==> src/hdl/hts_pkg.sv <==
package hts_pkg;

  // Byte stages in the lookahead chain; must cover the longest tag.
  localparam int WINDOW_DEPTH = 13;
  localparam int MAX_TAG_LEN  = 13;
  localparam int TAG_COUNT    = 11;
  localparam int CNT_W        = $clog2(MAX_TAG_LEN);
  localparam int TAG_STR_W    = 8 * MAX_TAG_LEN;

  localparam logic [7:0] CHAR_LT = 8'h3C;
  localparam logic [7:0] CHAR_GT = 8'h3E;
  localparam logic [7:0] CHAR_CR = 8'h0D;
  localparam logic [7:0] CHAR_LF = 8'h0A;

  // Removable tags in priority order, first match wins.
  localparam logic [TAG_STR_W-1:0] TAG_STR [TAG_COUNT] = '{
    "<br />", "<br>", "<p>", "</p>", "<cite>", "</cite>",
    "<a ", "</a>", "<img ", "<blockquote>", "</blockquote>"
  };
  localparam int   TAG_LEN  [TAG_COUNT] = '{6, 4, 3, 4, 6, 7, 3, 4, 5, 12, 13};
  localparam logic TAG_SKIP [TAG_COUNT] = '{1'b0, 1'b0, 1'b0, 1'b0, 1'b0, 1'b0,
                                            1'b1, 1'b0, 1'b1, 1'b0, 1'b0};

  // One stage of the byte chain.
  typedef struct packed {
    logic       valid;
    logic       fin;
    logic [7:0] data;
  } cell_t;

  // One result item.
  typedef struct packed {
    logic [7:0] data;
    logic       valid;
    logic       last;
  } res_t;

  // Results that the head step produces, in order.
  typedef struct packed {
    logic [1:0] count;
    res_t       res0;
    res_t       res1;
  } head_res_t;

  // Character j of tag t; string literals sit right-justified.
  function automatic logic [7:0] tag_byte(input int t, input int j);
    logic [TAG_STR_W-1:0] s;
    s = TAG_STR[t] >> (8 * (TAG_LEN[t] - 1 - j));
    return s[7:0];
  endfunction

endpackage

==> src/hdl/html_tag_stripper.sv <==
// One byte per cycle within a string while the output is not stalled; a final
// byte closes the input until it drains the chain, and an end with two results
// parks the second. A byte is decided after crossing the 13-stage chain and
// leaves once the next kept byte or the end of its string is decided.
// Reset (synchronous, active high) empties the chain and clears all flags.
module html_tag_stripper (
  input  logic       clk,
  input  logic       rst,
  input  logic       in_valid,
  output logic       in_ready,
  input  logic [7:0] in_byte,
  input  logic       is_final,
  output logic       res_valid,
  input  logic       res_ready,
  output logic [7:0] out_byte,
  output logic       out_valid,
  output logic       out_last
);
  import hts_pkg::*;

  cell_t     chain_d [WINDOW_DEPTH];
  cell_t     chain_q [WINDOW_DEPTH];
  cell_t     head_win [MAX_TAG_LEN];
  head_res_t hres;
  res_t      res_q;
  res_t      owed_q;
  logic      owed_valid;
  logic      flushing;
  logic      load_free;
  logic      advance_ok;
  logic      accept;
  logic      advance;
  logic      head_fin;
  logic [WINDOW_DEPTH-1:0] fin_mark;

  // Build the byte chain; new requests enter at the tail.
  for (genvar k = 0; k < WINDOW_DEPTH; k++) begin : g_chain
    if (k == WINDOW_DEPTH - 1) begin : g_tail
      assign chain_d[k] = '{valid: accept, fin: is_final, data: in_byte};
    end else begin : g_mid
      assign chain_d[k] = chain_q[k + 1];
    end
    assign fin_mark[k] = chain_q[k].valid & chain_q[k].fin;
    hts_cell u_cell (
      .clk   (clk),
      .rst   (rst),
      .shift (advance),
      .d     (chain_d[k]),
      .q     (chain_q[k])
    );
  end

  for (genvar j = 0; j < MAX_TAG_LEN; j++) begin : g_win
    assign head_win[j] = chain_q[j];
  end

  hts_head u_head (
    .clk  (clk),
    .rst  (rst),
    .step (advance),
    .win  (head_win),
    .hres (hres)
  );

  // Advance when the output can take what the head produces.
  always_comb begin
    load_free  = !res_valid || res_ready;
    advance_ok = !owed_valid && (load_free || (hres.count == 2'd0));
    in_ready   = advance_ok && !flushing;
    accept     = in_valid && in_ready;
    advance    = accept || (flushing && advance_ok);
    head_fin   = chain_q[0].valid && chain_q[0].fin;
  end

  // Hold off new requests while a final byte drains the chain.
  always_ff @(posedge clk) begin
    if (rst) begin
      flushing <= 1'b0;
    end else if (accept && is_final) begin
      flushing <= 1'b1;
    end else if (advance && head_fin) begin
      flushing <= 1'b0;
    end
  end

  // Load the output register; park a second end result until the register is free.
  always_ff @(posedge clk) begin
    if (rst) begin
      res_valid  <= 1'b0;
      owed_valid <= 1'b0;
    end else if (owed_valid && load_free) begin
      res_valid  <= 1'b1;
      res_q      <= owed_q;
      owed_valid <= 1'b0;
    end else if (advance && (hres.count != 2'd0)) begin
      res_valid <= 1'b1;
      res_q     <= hres.res0;
      if (hres.count == 2'd2) begin
        owed_valid <= 1'b1;
        owed_q     <= hres.res1;
      end
    end else if (load_free) begin
      res_valid <= 1'b0;
    end
  end

  assign out_byte  = res_q.data;
  assign out_valid = res_q.valid;
  assign out_last  = res_q.last;

  // A parked result always sits behind a full output register.
  a_owed_behind_output: assert property (@(posedge clk) disable iff (rst)
    owed_valid |-> res_valid)
    else $error("parked result without a result in the output register");

  // The chain never holds the ends of two strings.
  a_one_fin: assert property (@(posedge clk) disable iff (rst)
    $countones(fin_mark) <= 1)
    else $error("more than one final byte in the chain");

  // A final byte in the chain keeps the input closed.
  a_fin_flushing: assert property (@(posedge clk) disable iff (rst)
    (fin_mark != '0) |-> flushing)
    else $error("final byte in the chain while not draining");

  // The drain ends exactly when the final byte leaves the head.
  a_flush_end: assert property (@(posedge clk) disable iff (rst)
    (flushing && advance && head_fin) |=> !flushing && (fin_mark == '0))
    else $error("drain did not end with the final byte");

endmodule

==> src/hdl/hts_cell.sv <==
module hts_cell (
  input  logic          clk,
  input  logic          rst,
  input  logic          shift,
  input  hts_pkg::cell_t d,
  output hts_pkg::cell_t q
);
  import hts_pkg::*;

  // Take the neighbor's byte on every chain advance.
  always_ff @(posedge clk) begin
    if (rst) begin
      q.valid <= 1'b0;
    end else if (shift) begin
      q <= d;
    end
  end

endmodule

==> src/hdl/hts_head.sv <==
module hts_head (
  input  logic              clk,
  input  logic              rst,
  input  logic              step,
  input  hts_pkg::cell_t    win [hts_pkg::MAX_TAG_LEN],
  output hts_pkg::head_res_t hres
);
  import hts_pkg::*;

  logic [CNT_W-1:0] drop_cnt;
  logic             skip;
  logic             w_reached;
  logic             pend_valid;
  logic             pend_in_w;
  logic [7:0]       pend_data;

  logic [MAX_TAG_LEN-1:0] avail_all;
  logic [MAX_TAG_LEN-1:0] avail_pre;
  logic [TAG_COUNT-1:0]   match_all;
  logic [TAG_COUNT-1:0]   ruled_pre;
  logic [TAG_COUNT-1:0]   full_pre;
  logic                   hit;
  logic [CNT_W-1:0]       hit_len;
  logic                   hit_skip;
  logic                   wait_pre;
  logic                   drop_tail;
  logic                   is_crlf;
  logic                   kept;
  logic                   w_set;
  res_t                   cand_r;
  res_t                   pend_r;
  res_t                   marker_r;

  // Mark the bytes of this string that the window can see.
  always_comb begin
    logic fin_seen;
    for (int j = 0; j < MAX_TAG_LEN; j++) begin
      fin_seen = 1'b0;
      for (int k = 0; k < j; k++) begin
        fin_seen = fin_seen | (win[k].valid & win[k].fin);
      end
      avail_all[j] = win[j].valid & ~fin_seen;
      avail_pre[j] = win[j].valid & ~fin_seen & ~win[j].fin;
    end
  end

  // Compare every tag against the window in parallel.
  always_comb begin
    logic eq;
    for (int t = 0; t < TAG_COUNT; t++) begin
      match_all[t] = 1'b1;
      ruled_pre[t] = 1'b0;
      full_pre[t]  = 1'b1;
      for (int j = 0; j < MAX_TAG_LEN; j++) begin
        if (j < TAG_LEN[t]) begin
          eq = (win[j].data == tag_byte(t, j));
          match_all[t] = match_all[t] & avail_all[j] & eq;
          ruled_pre[t] = ruled_pre[t] | (avail_pre[j] & ~eq);
          full_pre[t]  = full_pre[t] & avail_pre[j] & eq;
        end
      end
    end
  end

  // Pick the first full match, and check whether the first open tag would
  // still wait without the final byte.
  always_comb begin
    hit      = 1'b0;
    hit_len  = '0;
    hit_skip = 1'b0;
    wait_pre = 1'b0;
    for (int t = TAG_COUNT - 1; t >= 0; t--) begin
      if (match_all[t]) begin
        hit      = 1'b1;
        hit_len  = CNT_W'(TAG_LEN[t] - 1);
        hit_skip = TAG_SKIP[t];
      end
      if (!ruled_pre[t]) begin
        wait_pre = ~full_pre[t];
      end
    end
  end

  // Classify the head byte.
  always_comb begin
    drop_tail = (drop_cnt != '0);
    is_crlf   = (win[0].data == CHAR_CR) || (win[0].data == CHAR_LF);
    kept      = win[0].valid && !drop_tail && !skip && !is_crlf &&
                !((win[0].data == CHAR_LT) && hit);
    w_set     = win[0].fin ||
                (!drop_tail && !skip && (win[0].data == CHAR_LT) && wait_pre);
  end

  // Form the results of this step.
  always_comb begin
    cand_r   = '{data: win[0].data, valid: 1'b1, last: 1'b0};
    pend_r   = '{data: pend_data, valid: 1'b1, last: 1'b0};
    marker_r = '{data: 8'h00, valid: 1'b0, last: 1'b1};
    hres.count = 2'd0;
    hres.res0  = cand_r;
    hres.res1  = marker_r;
    if (win[0].valid && win[0].fin) begin
      if (kept) begin
        if (pend_valid) begin
          hres.count     = 2'd2;
          hres.res0      = pend_r;
          hres.res1      = cand_r;
          hres.res1.last = 1'b1;
        end else begin
          hres.count     = 2'd1;
          hres.res0      = cand_r;
          hres.res0.last = 1'b1;
        end
      end else if (pend_valid && pend_in_w) begin
        hres.count     = 2'd1;
        hres.res0      = pend_r;
        hres.res0.last = 1'b1;
      end else if (pend_valid) begin
        hres.count = 2'd2;
        hres.res0  = pend_r;
        hres.res1  = marker_r;
      end else begin
        hres.count = 2'd1;
        hres.res0  = marker_r;
      end
    end else if (kept && pend_valid) begin
      hres.count = 2'd1;
      hres.res0  = pend_r;
    end
  end

  // Advance the head state as the head byte leaves the chain.
  always_ff @(posedge clk) begin
    if (rst) begin
      drop_cnt   <= '0;
      skip       <= 1'b0;
      w_reached  <= 1'b0;
      pend_valid <= 1'b0;
    end else if (step && win[0].valid) begin
      if (win[0].fin) begin
        drop_cnt   <= '0;
        skip       <= 1'b0;
        w_reached  <= 1'b0;
        pend_valid <= 1'b0;
      end else begin
        w_reached <= w_reached | w_set;
        if (drop_tail) begin
          drop_cnt <= drop_cnt - 1'b1;
        end else if (skip) begin
          skip <= (win[0].data != CHAR_GT);
        end else if (!is_crlf && (win[0].data == CHAR_LT) && hit) begin
          drop_cnt <= hit_len;
          skip     <= hit_skip;
        end
        if (kept) begin
          pend_valid <= 1'b1;
          pend_in_w  <= w_reached | w_set;
          pend_data  <= win[0].data;
        end
      end
    end
  end

endmodule

==> config.mk <==
export PLATFORM = sky130hd
export DESIGN_NAME = html_tag_stripper
export DESIGN_NICKNAME = d
export VERILOG_FILES = /design/src/hdl/hts_pkg.sv /design/src/hdl/html_tag_stripper.sv /design/src/hdl/hts_cell.sv /design/src/hdl/hts_head.sv
export SDC_FILE = /design/constraint.sdc
export NUM_CORES = 1
export LEC_CHECK = 0
export BUFFER_PORTS_ARGS = -buffer_cell sky130_fd_sc_hd__buf_2
export CORE_AREA = 3 3 122 124
export DETAILED_ROUTE_END_ITERATION = 7
export DIE_AREA = 0 0 125 127
export PLACE_DENSITY = 0.7
export SYNTH_ARGS = -nofsm -noshare
export SYNTH_HDL_FRONTEND = slang
export SYNTH_SLANG_ARGS = --single-unit
==> constraint.sdc <==
create_clock -name clk -period 13.8 [get_ports clk]
set_input_delay 1.38 -clock clk [delete_from_list [all_inputs] [get_ports clk]]
set_output_delay 1.38 -clock clk [all_outputs]
set_load 0.1 [all_outputs]
==> qor.yml, run 1 <==
outcome:
  outcome: "completed"
worst_setup_path:
  cp.depth: 9
  cp-startpoint: "g_chain[2].u_cell.q[0]"
  r2r_setup_slack_ns: 9.13
  worstReg2RegEnd: "g_chain[6].u_cell.q[0]"
  crit_path_cell_trace: "nor4b_1 -> and4_1 -> nand4_1 -> a211oi_1 -> a2111o_4 -> nor4_4 -> a21o_1 -> nor3_1 -> buf_2"
  reg2reg_depth: 9
  r2r_start: "g_chain[2].u_cell.q[0]"
  slowest_delay_ns: 0.93
  end_kind: "output pin"
  path_max_fanout: 9
  crit_slowest_cell: "nor4b_1"
  critical-path-top-delay-family: "simple AND/OR/NAND/NOR gates"
  critPathBufInv: 1
  crit_path_end: "in_ready"
  arrival_ns: 4.02
  cp_data_required_time_ns: 12.42
  worst-setup-path-type: "flip-flop to output pin"
  start_kind: "flip-flop"
cells_and_area:
  final_common_cell: "edfxtp_1"
  final_cell_mix: "145 x edfxtp_1, 59 x nor2_1, 48 x nand2_1"
  drive_gt1_frac: 0.1191
  num_antenna_cells: 0
  nNetsFinal: 699
  area_growth_pct: 11.20
drt:
  post-route-drc-count: 0
  via_per_inst: 6.530
  drt_pass1_iterations: 6
  wl_um: 18620
  detail-route-antenna-nets: 0
  drt-wirelength-per-cell_um: 21.23
  num_vias: 5727
  first_iter_violations: 680
global_route:
  grt_pass1_vias: 5445
  track_usage: 0.2428
  use_met1: 0.3536
  met2_usage: 0.3771
  overflow: 0
  top_usage_layer: "met2"
  grt_use_met3: 0.04766
  antenna_found_initial: 0
  grt_max_degree: 82
  grt_pass1_wl_um: 30100
clock_tree:
  cts_setup_buffers: 0
  cts_inserted_buffers: 17
  cts_resized: 0
  cts.sinks: 168
  cts.reportedPaths.clkPinSlew_ns: 0.07
  ctsHoldBuffers: 0
  htreeDepth: 4
  clockBufferDepth: 2
  clk_latency_ns: 0.43
  cts_tree: "built"
  cts-root-buf: "clkbuf_16"
logic_synthesis:
  yosysSeqAreaShare: 0.6053
  avgSynthCellArea_um2: 12.22
  ys.flop_type: "edfxtp_1"
  ys_seq_elements: 168
  yosysWarningCount: 0
  yosys-top-cells-area: "edfxtp_1 55%, dfxtp_1 5.8%, nor2_1 2.8%"
  synth_edf_count: 145
  synthCells: 651
  synth.distinct_cells: 77
  yosysTopAreaCell: "edfxtp_1"
  async_flop_share: 0
  synth_top_area_share: 0.5474
  synthesis.nets: 666
  netlist_area_mm2: 0.007954
timing:
  setup_viol: 0
  period_needed_ns: 5.398
  timing.slew.headroom: 0.3029
  worstMarginPinSlew_ns: 1.031
  tns_ns: 0
  whs_ns: 0.4423
  grt_setup_unrepaired: "false"
  drv_slew: 0
  clock_skew_ns: 0.01003
  fmax_mhz: 185.2
  final_hold_viol_count: 0
  fin_crit_sh: 0.3912
place:
  place_hpwl_um: 13900
  place_congestion: 0.9477
  port_buffers: 24
power_and_ir_drop:
  vdd_ir_drop_max_mv: 0.1189
  leakage_nw: 2.961
  p_per_area_mw_per_mm2: 124.3
worst_hold_path:
  hold_class: "flip-flop to flip-flop"
  worstHoldPathCells: 0
die:
  fp.dieH_um: 127
  core_area_mm2: 0.01388
  start_util: 0.5730
  io_pins: 25
  die_x_um: 125
  dieArea_mm2: 0.01588
  core.rowCount: 43
job:
  drv_cap: 0
worst min-delay path by stage:
stage,endpoint,start,slack [ns]
4_1_cts,g_chain[6].u_cell.q[0],g_chain[7].u_cell.q[0],0.44
5_1_grt,g_chain[6].u_cell.q[6],g_chain[7].u_cell.q[6],0.45
3_3_place_gp,g_chain[11].u_cell.q[0],g_chain[12].u_cell.q[0],0.42
6_report,g_chain[11].u_cell.q[6],g_chain[12].u_cell.q[6],0.44
2_1_floorplan,g_chain[11].u_cell.q[0],g_chain[12].u_cell.q[0],0.42
3_5_place_dp,g_chain[6].u_cell.q[0],g_chain[7].u_cell.q[0],0.43
layout make-up:
cell class | count | area (um2)
fillers | 1081 | 5036
inverters | 9 | 33.78
well taps | 180 | 225.2
clock inverters | 14 | 152.6
clock buffers | 18 | 429.2
multi-input cells | 460 | 3039
flip-flops and latches | 168 | 4815
repair buffers | 28 | 150.1
synth_stat cells, types with 3 or more instances:
master	n
nor4b_1	7
a31oi_1	9
nand3b_1	11
or4_1	3
nor3b_1	7
o22ai_1	6
a211oi_1	3
and4b_1	10
nor4bb_1	9
nor2b_1	9
nand3_1	23
nand4_1	25
and2_1	18
and3b_1	5
or3_1	5
nor2_1	59
clkbuf_1	9
nand2_1	48
a21oi_1	30
mux2i_1	12
edfxtp_1	145
and4_1	4
dfxtp_1	23
nor3_1	15
inv_1	9
a22oi_1	15
o22a_1	4
o21ai_0	11
nand4bb_1	5
nand2b_1	12
nor4_1	17
and3_1	6
or2_2	5
nand4b_1	10
o31ai_1	4
a21o_1	3
flip-flops by register name (all words and copies together) (netlist names):
name               cells
owed_q                 9
out_byte               8
u_head.skip            1
g_chain.u_cell.q     130
u_head.pend_valid      1
out_last               1
u_head.pend_in_w       1
out_valid              1
u_head.drop_cnt        4
u_head.pend_data       8
res_valid              1
flushing               1
u_head.w_reached       1
owed_valid             1
per-stage QoR:
step | std cells | cell area (um2) | power (mW) | utilization | setup WS [ns]
global route | 877 | 8845 | 1.135 | 0.6372 | 8.193
floorplan | 651 | 7954 | 0.6337 | - | 2.093
global placement | 845 | 8263 | 0.6432 | 0.5953 | 8.965
detailed placement | 845 | 8263 | 0.6449 | 0.5953 | 8.946
CTS | 877 | 8845 | 1.106 | 0.6372 | 8.459
finish | 877 | 8845 | 1.099 | 0.6372 | 8.402
routing by layer:
layer  share of wire  up-vias
met5               0        -
met4           0.019        0
met3           0.060       28
met2            0.46      218
met1            0.46     2814
li1                -     2667
logic make-up (layout without fill, tap and decap cells):
kind of cell	Yosys count	in the layout	share of synthesized area
compound gates	113	113	0.1013
xor+xnor	2	2	0.002203
fa+ha+maj	2	2	0.003146
buf+inv	23	69	0.01321
flops	168	168	0.6053
mux	13	13	0.01793
simple gates	330	330	0.2569
where the power goes:
| group | switching [mW] | total, mW | internal (mW) |
|---|---|---|---|
| clock | 0.209 | 0.465 | 0.256 |
| combinational | 0.0247 | 0.0384 | 0.0137 |
| sequential | 0.0195 | 0.596 | 0.576 |
Note: power is estimated with default switching activity, not from simulation.
==> run 2: changes to the inputs <==
clock period = 5.57 ns   (was 13.8 ns; I/O delays follow)
==> qor.yml, run 2 (synthesis gave the netlist of run 1 again) <==
place:
  dpl_cell_area_mm2: 0.008275
  port_buffers: 24
  place_congestion: 0.9321
  pre_cts_ws_ns: 1.568
  place_hpwl_um: 14430
worst_setup_path:
  crit_path_cell_trace: "a222oi_1 -> buf_4 -> nand3_1 -> nor4b_4 -> nand4_1 -> o221ai_2 -> nor4_4 -> a21o_1 -> nor3_1 -> buf_2"
  start_kind: "flip-flop"
  arrival_ns: 3.86
  worst-setup-path-type: "flip-flop to output pin"
  slowest_delay_ns: 0.56
  end_kind: "output pin"
  critPathBufInv: 2
  critical-path-top-delay-family: "simple AND/OR/NAND/NOR gates"
  crit_slowest_cell: "edfxtp_1"
  path_max_fanout: 13
  cp_data_required_time_ns: 5.01
clock_tree:
  cts_inserted_buffers: 17
  htreeDepth: 4
  ctsHoldBuffers: 0
  cts_setup_buffers: 0
  cts-root-buf: "clkbuf_16"
  cts.reportedPaths.clkPinSlew_ns: 0.07
  clockBufferDepth: 2
  cts_resized: 0
  clk_latency_ns: 0.43
  cts.sinks: 168
  cts_tree: "built"
outcome:
  outcome: "completed"
drt:
  first_iter_violations: 609
  drt-wirelength-per-cell_um: 22.39
  num_vias: 5772
  detail-route-antenna-nets: 0
  wl_um: 19640
  drt_pass1_iterations: 5
  via_per_inst: 6.582
  post-route-drc-count: 0
global_route:
  grt_max_degree: 70
  antenna_found_initial: 0
  grt_pass1_wl_um: 31750
  track_usage: 0.2563
  grt_pass1_vias: 5657
  overflow: 0
die:
  start_util: 0.5730
  die_x_um: 125
  dieArea_mm2: 0.01588
  fp.dieH_um: 127
  core_area_mm2: 0.01388
  io_pins: 25
  core.rowCount: 43
cells_and_area:
  utilization: 0.6432
  final_common_cell: "edfxtp_1"
  final_cell_mix: "145 x edfxtp_1, 59 x nor2_1, 48 x nand2_1"
  area_growth_pct: 12.25
  reg.largest.list: "g_chain.u_cell.q: 130 flops, owed_q: 9 flops"
  final_area_mm2: 0.008929
  largest_reg_flops: 130
  nNetsFinal: 699
  regMostFlops: "g_chain.u_cell.q"
  drive_gt1_frac: 0.1234
  num_antenna_cells: 0
timing:
  worstMarginPinSlew_ns: 1.026
  setup_viol: 0
  fin_crit_sh: 0.7928
  layout_setup_ws_ns: 1.154
  whs_ns: 0.3008
  fmax_mhz: 226.4
  drv_slew: 0
  timing.slew.headroom: 0.3070
  grt_setup_unrepaired: "false"
  final_hold_viol_count: 0
  period_needed_ns: 4.416
  clock_skew_ns: 0.01001
worst_hold_path:
  hold_class: "input pin to flip-flop"
power_and_ir_drop:
  p_per_area_mw_per_mm2: 319.9
  finalPower_mw: 2.856
  leakage_nw: 2.999
  vdd_ir_drop_max_mv: 0.2931
job:
  drv_cap: 0
-- run 2: through the flow --
step	instances	TNS [ns]
after CTS	877	0
after floorplan	651	-2.276
final	877	0
after global routing	877	0
after detailed placement	845	0
after global placement	845	0
-- run 2: final cells by class --
class	count	area, um2
clock buffers	17	425.4
clock inverters	15	227.7
fillers	1077	4952
inverters	9	33.78
multi-input cells	460	3052
flip-flops and latches	168	4815
well taps	180	225.2
repair buffers	28	150.1
-- run 2: power breakdown --
part / internal [mW] / leakage (nW) / switching [mW] / total (mW)
combinational: 0.0343 / 1.11 / 0.0623 / 0.0966
clock: 0.735 / 0.319 / 0.547 / 1.28
sequential: 1.43 / 1.57 / 0.0502 / 1.48
-- run 2: layer usage --
metal  GRT usage  vias up  routed length (um)
met5           0        -                   0
met1      0.3610     2857                8736
met4     0.07908        0                 327
met2      0.4018      230                9254
li1            -     2656                   -
met3     0.05936       29                1316
-- run 2: final timing paths --
| path | depth (start not counted) | start | to | slack [ns] |
|---|---|---|---|---|
| setup / recovery | 10 | g_chain[0].u_cell.q[8] | in_ready | 1.15 |
| hold / removal | 1 | in_byte[0] | g_chain[12].u_cell.q[0] | 0.30 |
| setup reg to reg | 9 | g_chain[0].u_cell.q[8] | g_chain[6].u_cell.q[1] | 1.58 |
| hold reg to reg | 0 | g_chain[10].u_cell.q[7] | g_chain[9].u_cell.q[7] | 0.44 |
==> run 3: changes to the inputs <==
ABC_AREA = 1   (was not set)
CORE_AREA = 3 3 127 129   (was 3 3 122 124)
DIE_AREA = 0 0 130 132   (was 0 0 125 127)
PLACE_DENSITY = 0.71   (was 0.7)
clock period = 3.6 ns   (was 5.57 ns; I/O delays follow)
==> qor.yml, run 3 <==
outcome:
  outcome: "completed"
clock_tree:
  cts_inserted_buffers: 17
  cts.sinks: 168
  cts-root-buf: "clkbuf_16"
  clockBufferDepth: 2
  htreeDepth: 4
  cts_tree: "built"
  clk_latency_ns: 0.44
  ctsHoldBuffers: 0
  cts.reportedPaths.clkPinSlew_ns: 0.07
power_and_ir_drop:
  p_per_area_mw_per_mm2: 479.1
  vdd_ir_drop_max_mv: 0.3687
  leakage_nw: 3.813
timing:
  layout_setup_ws_ns: 0.1064
  drv_slew: 0
  timing.slew.headroom: 0.5633
  clock_skew_ns: 0.01766
  final_hold_viol_count: 0
  whs_ns: 0.09410
  fin_crit_sh: 0.9704
  tns_ns: 0
  fmax_mhz: 286.2
  setup_viol: 0
  grt_setup_unrepaired: "true"
  worstMarginPinSlew_ns: 0.6526
  period_needed_ns: 3.494
drt:
  drt_pass1_iterations: 5
  num_vias: 6652
  post-route-drc-count: 0
  wl_um: 19220
  via_per_inst: 5.557
  drt-wirelength-per-cell_um: 16.06
  detail-route-antenna-nets: 0
  first_iter_violations: 637
logic_synthesis:
  yosysWarningCount: 0
  ys.flop_type: "edfxtp_1"
  synthesis.nets: 947
  avgSynthCellArea_um2: 9.000
  synth_top_area_share: 0.5191
  netlist_area_mm2: 0.008388
  synth_edf_count: 145
  yosys-top-cells-area: "edfxtp_1 52%, nand2_1 8.6%, nor2_1 7.1%"
  ys_seq_elements: 168
  synth_commonest_cells: "192 x nand2_1, 158 x nor2_1, 145 x edfxtp_1, 140 x inv_1, 64 x nand3_1"
  synth.distinct_cells: 49
  synthCells: 932
  async_flop_share: 0
  yosysTopAreaCell: "edfxtp_1"
  yosysSeqAreaShare: 0.5740
  yosysMostFrequentCell: "nand2_1"
place:
  placed_cells: 1160
  place_hpwl_um: 14190
  pre_cts_ws_ns: 0.1001
  place_congestion: 0.9830
  port_buffers: 24
worst_hold_path:
  worstHoldPathCells: 1
  hold_class: "input pin to flip-flop"
  min_from: "in_byte[1]"
  hold_end: "g_chain[12].u_cell.q[1]"
worst_setup_path:
  cp_data_required_time_ns: 3.24
  end_kind: "output pin"
  slowest_delay_ns: 0.42
  r2r_start: "g_chain[1].u_cell.q[8]"
  crit_slowest_cell: "edfxtp_1"
  worstReg2RegEnd: "g_chain[2].u_cell.q[0]"
  reg2reg_depth: 16
  arrival_ns: 3.13
  r2r_setup_slack_ns: 0.15
  cp_common_cell: "nand4_1"
  worst-setup-path-type: "flip-flop to output pin"
  start_kind: "flip-flop"
  path_max_fanout: 11
  crit_path_cell_trace: "nand2_2 -> nand3_4 -> nor3_4 -> nand4_1 -> nor2_2 -> nand4_1 -> nor2_1 -> nand4_1 -> and2_4 -> nand3b_4 -> nor2_4 -> o21ai_4 -> nand2_2 -> nor2_4 -> buf_12"
global_route:
  track_usage: 0.2349
  use_met1: 0.3197
  grt_pass1_vias: 6263
  antenna_found_initial: 0
  overflow: 0
  met2_usage: 0.3751
  top_usage_layer: "met2"
  grt_pass1_wl_um: 31390
  grt_max_degree: 34
  grt_use_met3: 0.06280
cells_and_area:
  final_cell_mix: "190 x nand2_1, 145 x nor2_1, 145 x edfxtp_1"
  utilization: 0.6378
  drive_gt1_frac: 0.1536
  nNetsFinal: 1011
  num_antenna_cells: 0
  area_growth_pct: 15.17
  reg.largest.list: "g_chain.u_cell.q: 130 flops, owed_q: 9 flops"
  regMostFlops: "g_chain.u_cell.q"
  largest_reg_flops: 130
  final_common_cell: "nand2_1"
  final_cells: 1197
die:
  die_x_um: 130
  start_util: 0.5538
  io_pins: 25
  core.rowCount: 45
  fp.dieH_um: 132
  core_area_mm2: 0.01515
  dieArea_mm2: 0.01716
job:
  drv_cap: 0
## run 3: routing by layer
| layer | share of wire | vias to the layer above | routed length (um) |
|---|---|---|---|
| li1 | - | 3285 | - |
| met1 | 0.43 | 3076 | 8309 |
| met2 | 0.48 | 264 | 9203 |
| met3 | 0.073 | 27 | 1403 |
| met4 | 0.016 | 0 | 303 |
| met5 | 0 | - | 0 |
## run 3: logic make-up (layout without fill, tap and decap cells)
kind of cell / Yosys count / after routing / synth area share
AOI/OAI and AO/OA: 93 / 93 / 0.07235
buffers and inverters: 156 / 233 / 0.07369
DFF: 168 / 168 / 0.5740
xor gates and xnor gates: 1 / 1 / 0.001044
and+or+nand+nor: 512 / 512 / 0.2760
adders and majority gates: 2 / 2 / 0.002983
## run 3: metrics by stage
step | total power, mW | area (um2)
2_1_floorplan | 2.659 | 8407
3_3_place_gp | 2.795 | 8956
3_5_place_dp | 2.803 | 8956
4_1_cts | 4.635 | 9562
5_1_grt | 4.806 | 9661
6_report | 4.628 | 9661
## run 3: timing repair
action                                  in CTS  in global routing
gates resized for setup                      2                 23
setup buffers                                1                  4
endpoints found under the setup margin       1                130
## run 3: final cells by class
type	count	area (um2)
Clock inverter	13	160.2
Sequential cell	168	4815
Clock buffer	19	432.9
Multi-Input combinational cell	608	3044
Tap cell	188	235.2
Fill cell	1228	5485
Inverter	144	540.5
Timing Repair Buffer	57	432.9
## run 3: how the worst max path moves through the flow
stage / from / to
2_1_floorplan: g_chain[0].u_cell.q[8] / g_chain[0].u_cell.q[0]
3_3_place_gp: g_chain[0].u_cell.q[0] / u_head.pend_data[5]
3_5_place_dp: g_chain[0].u_cell.q[0] / u_head.pend_data[6]
4_1_cts: g_chain[2].u_cell.q[7] / in_ready
5_1_grt: g_chain[2].u_cell.q[0] / in_ready
6_report: g_chain[1].u_cell.q[8] / in_ready
## run 3: where the power goes
| group | total, mW | internal [mW] | switching (mW) |
|---|---|---|---|
| Sequential | 2.31 | 2.23 | 0.0813 |
| Clock | 1.85 | 1.05 | 0.802 |
| Combinational | 0.470 | 0.155 | 0.315 |
## run 3: worst max-delay path: cells and delay by family (launching register included)
kind | cells | cell delay, ns
buffers and inverters | 1 | 0.18
flip-flops | 1 | 0.42
AND/OR/NAND/NOR | 13 | 1.89
AO/OA/AOI/OAI | 1 | 0.19
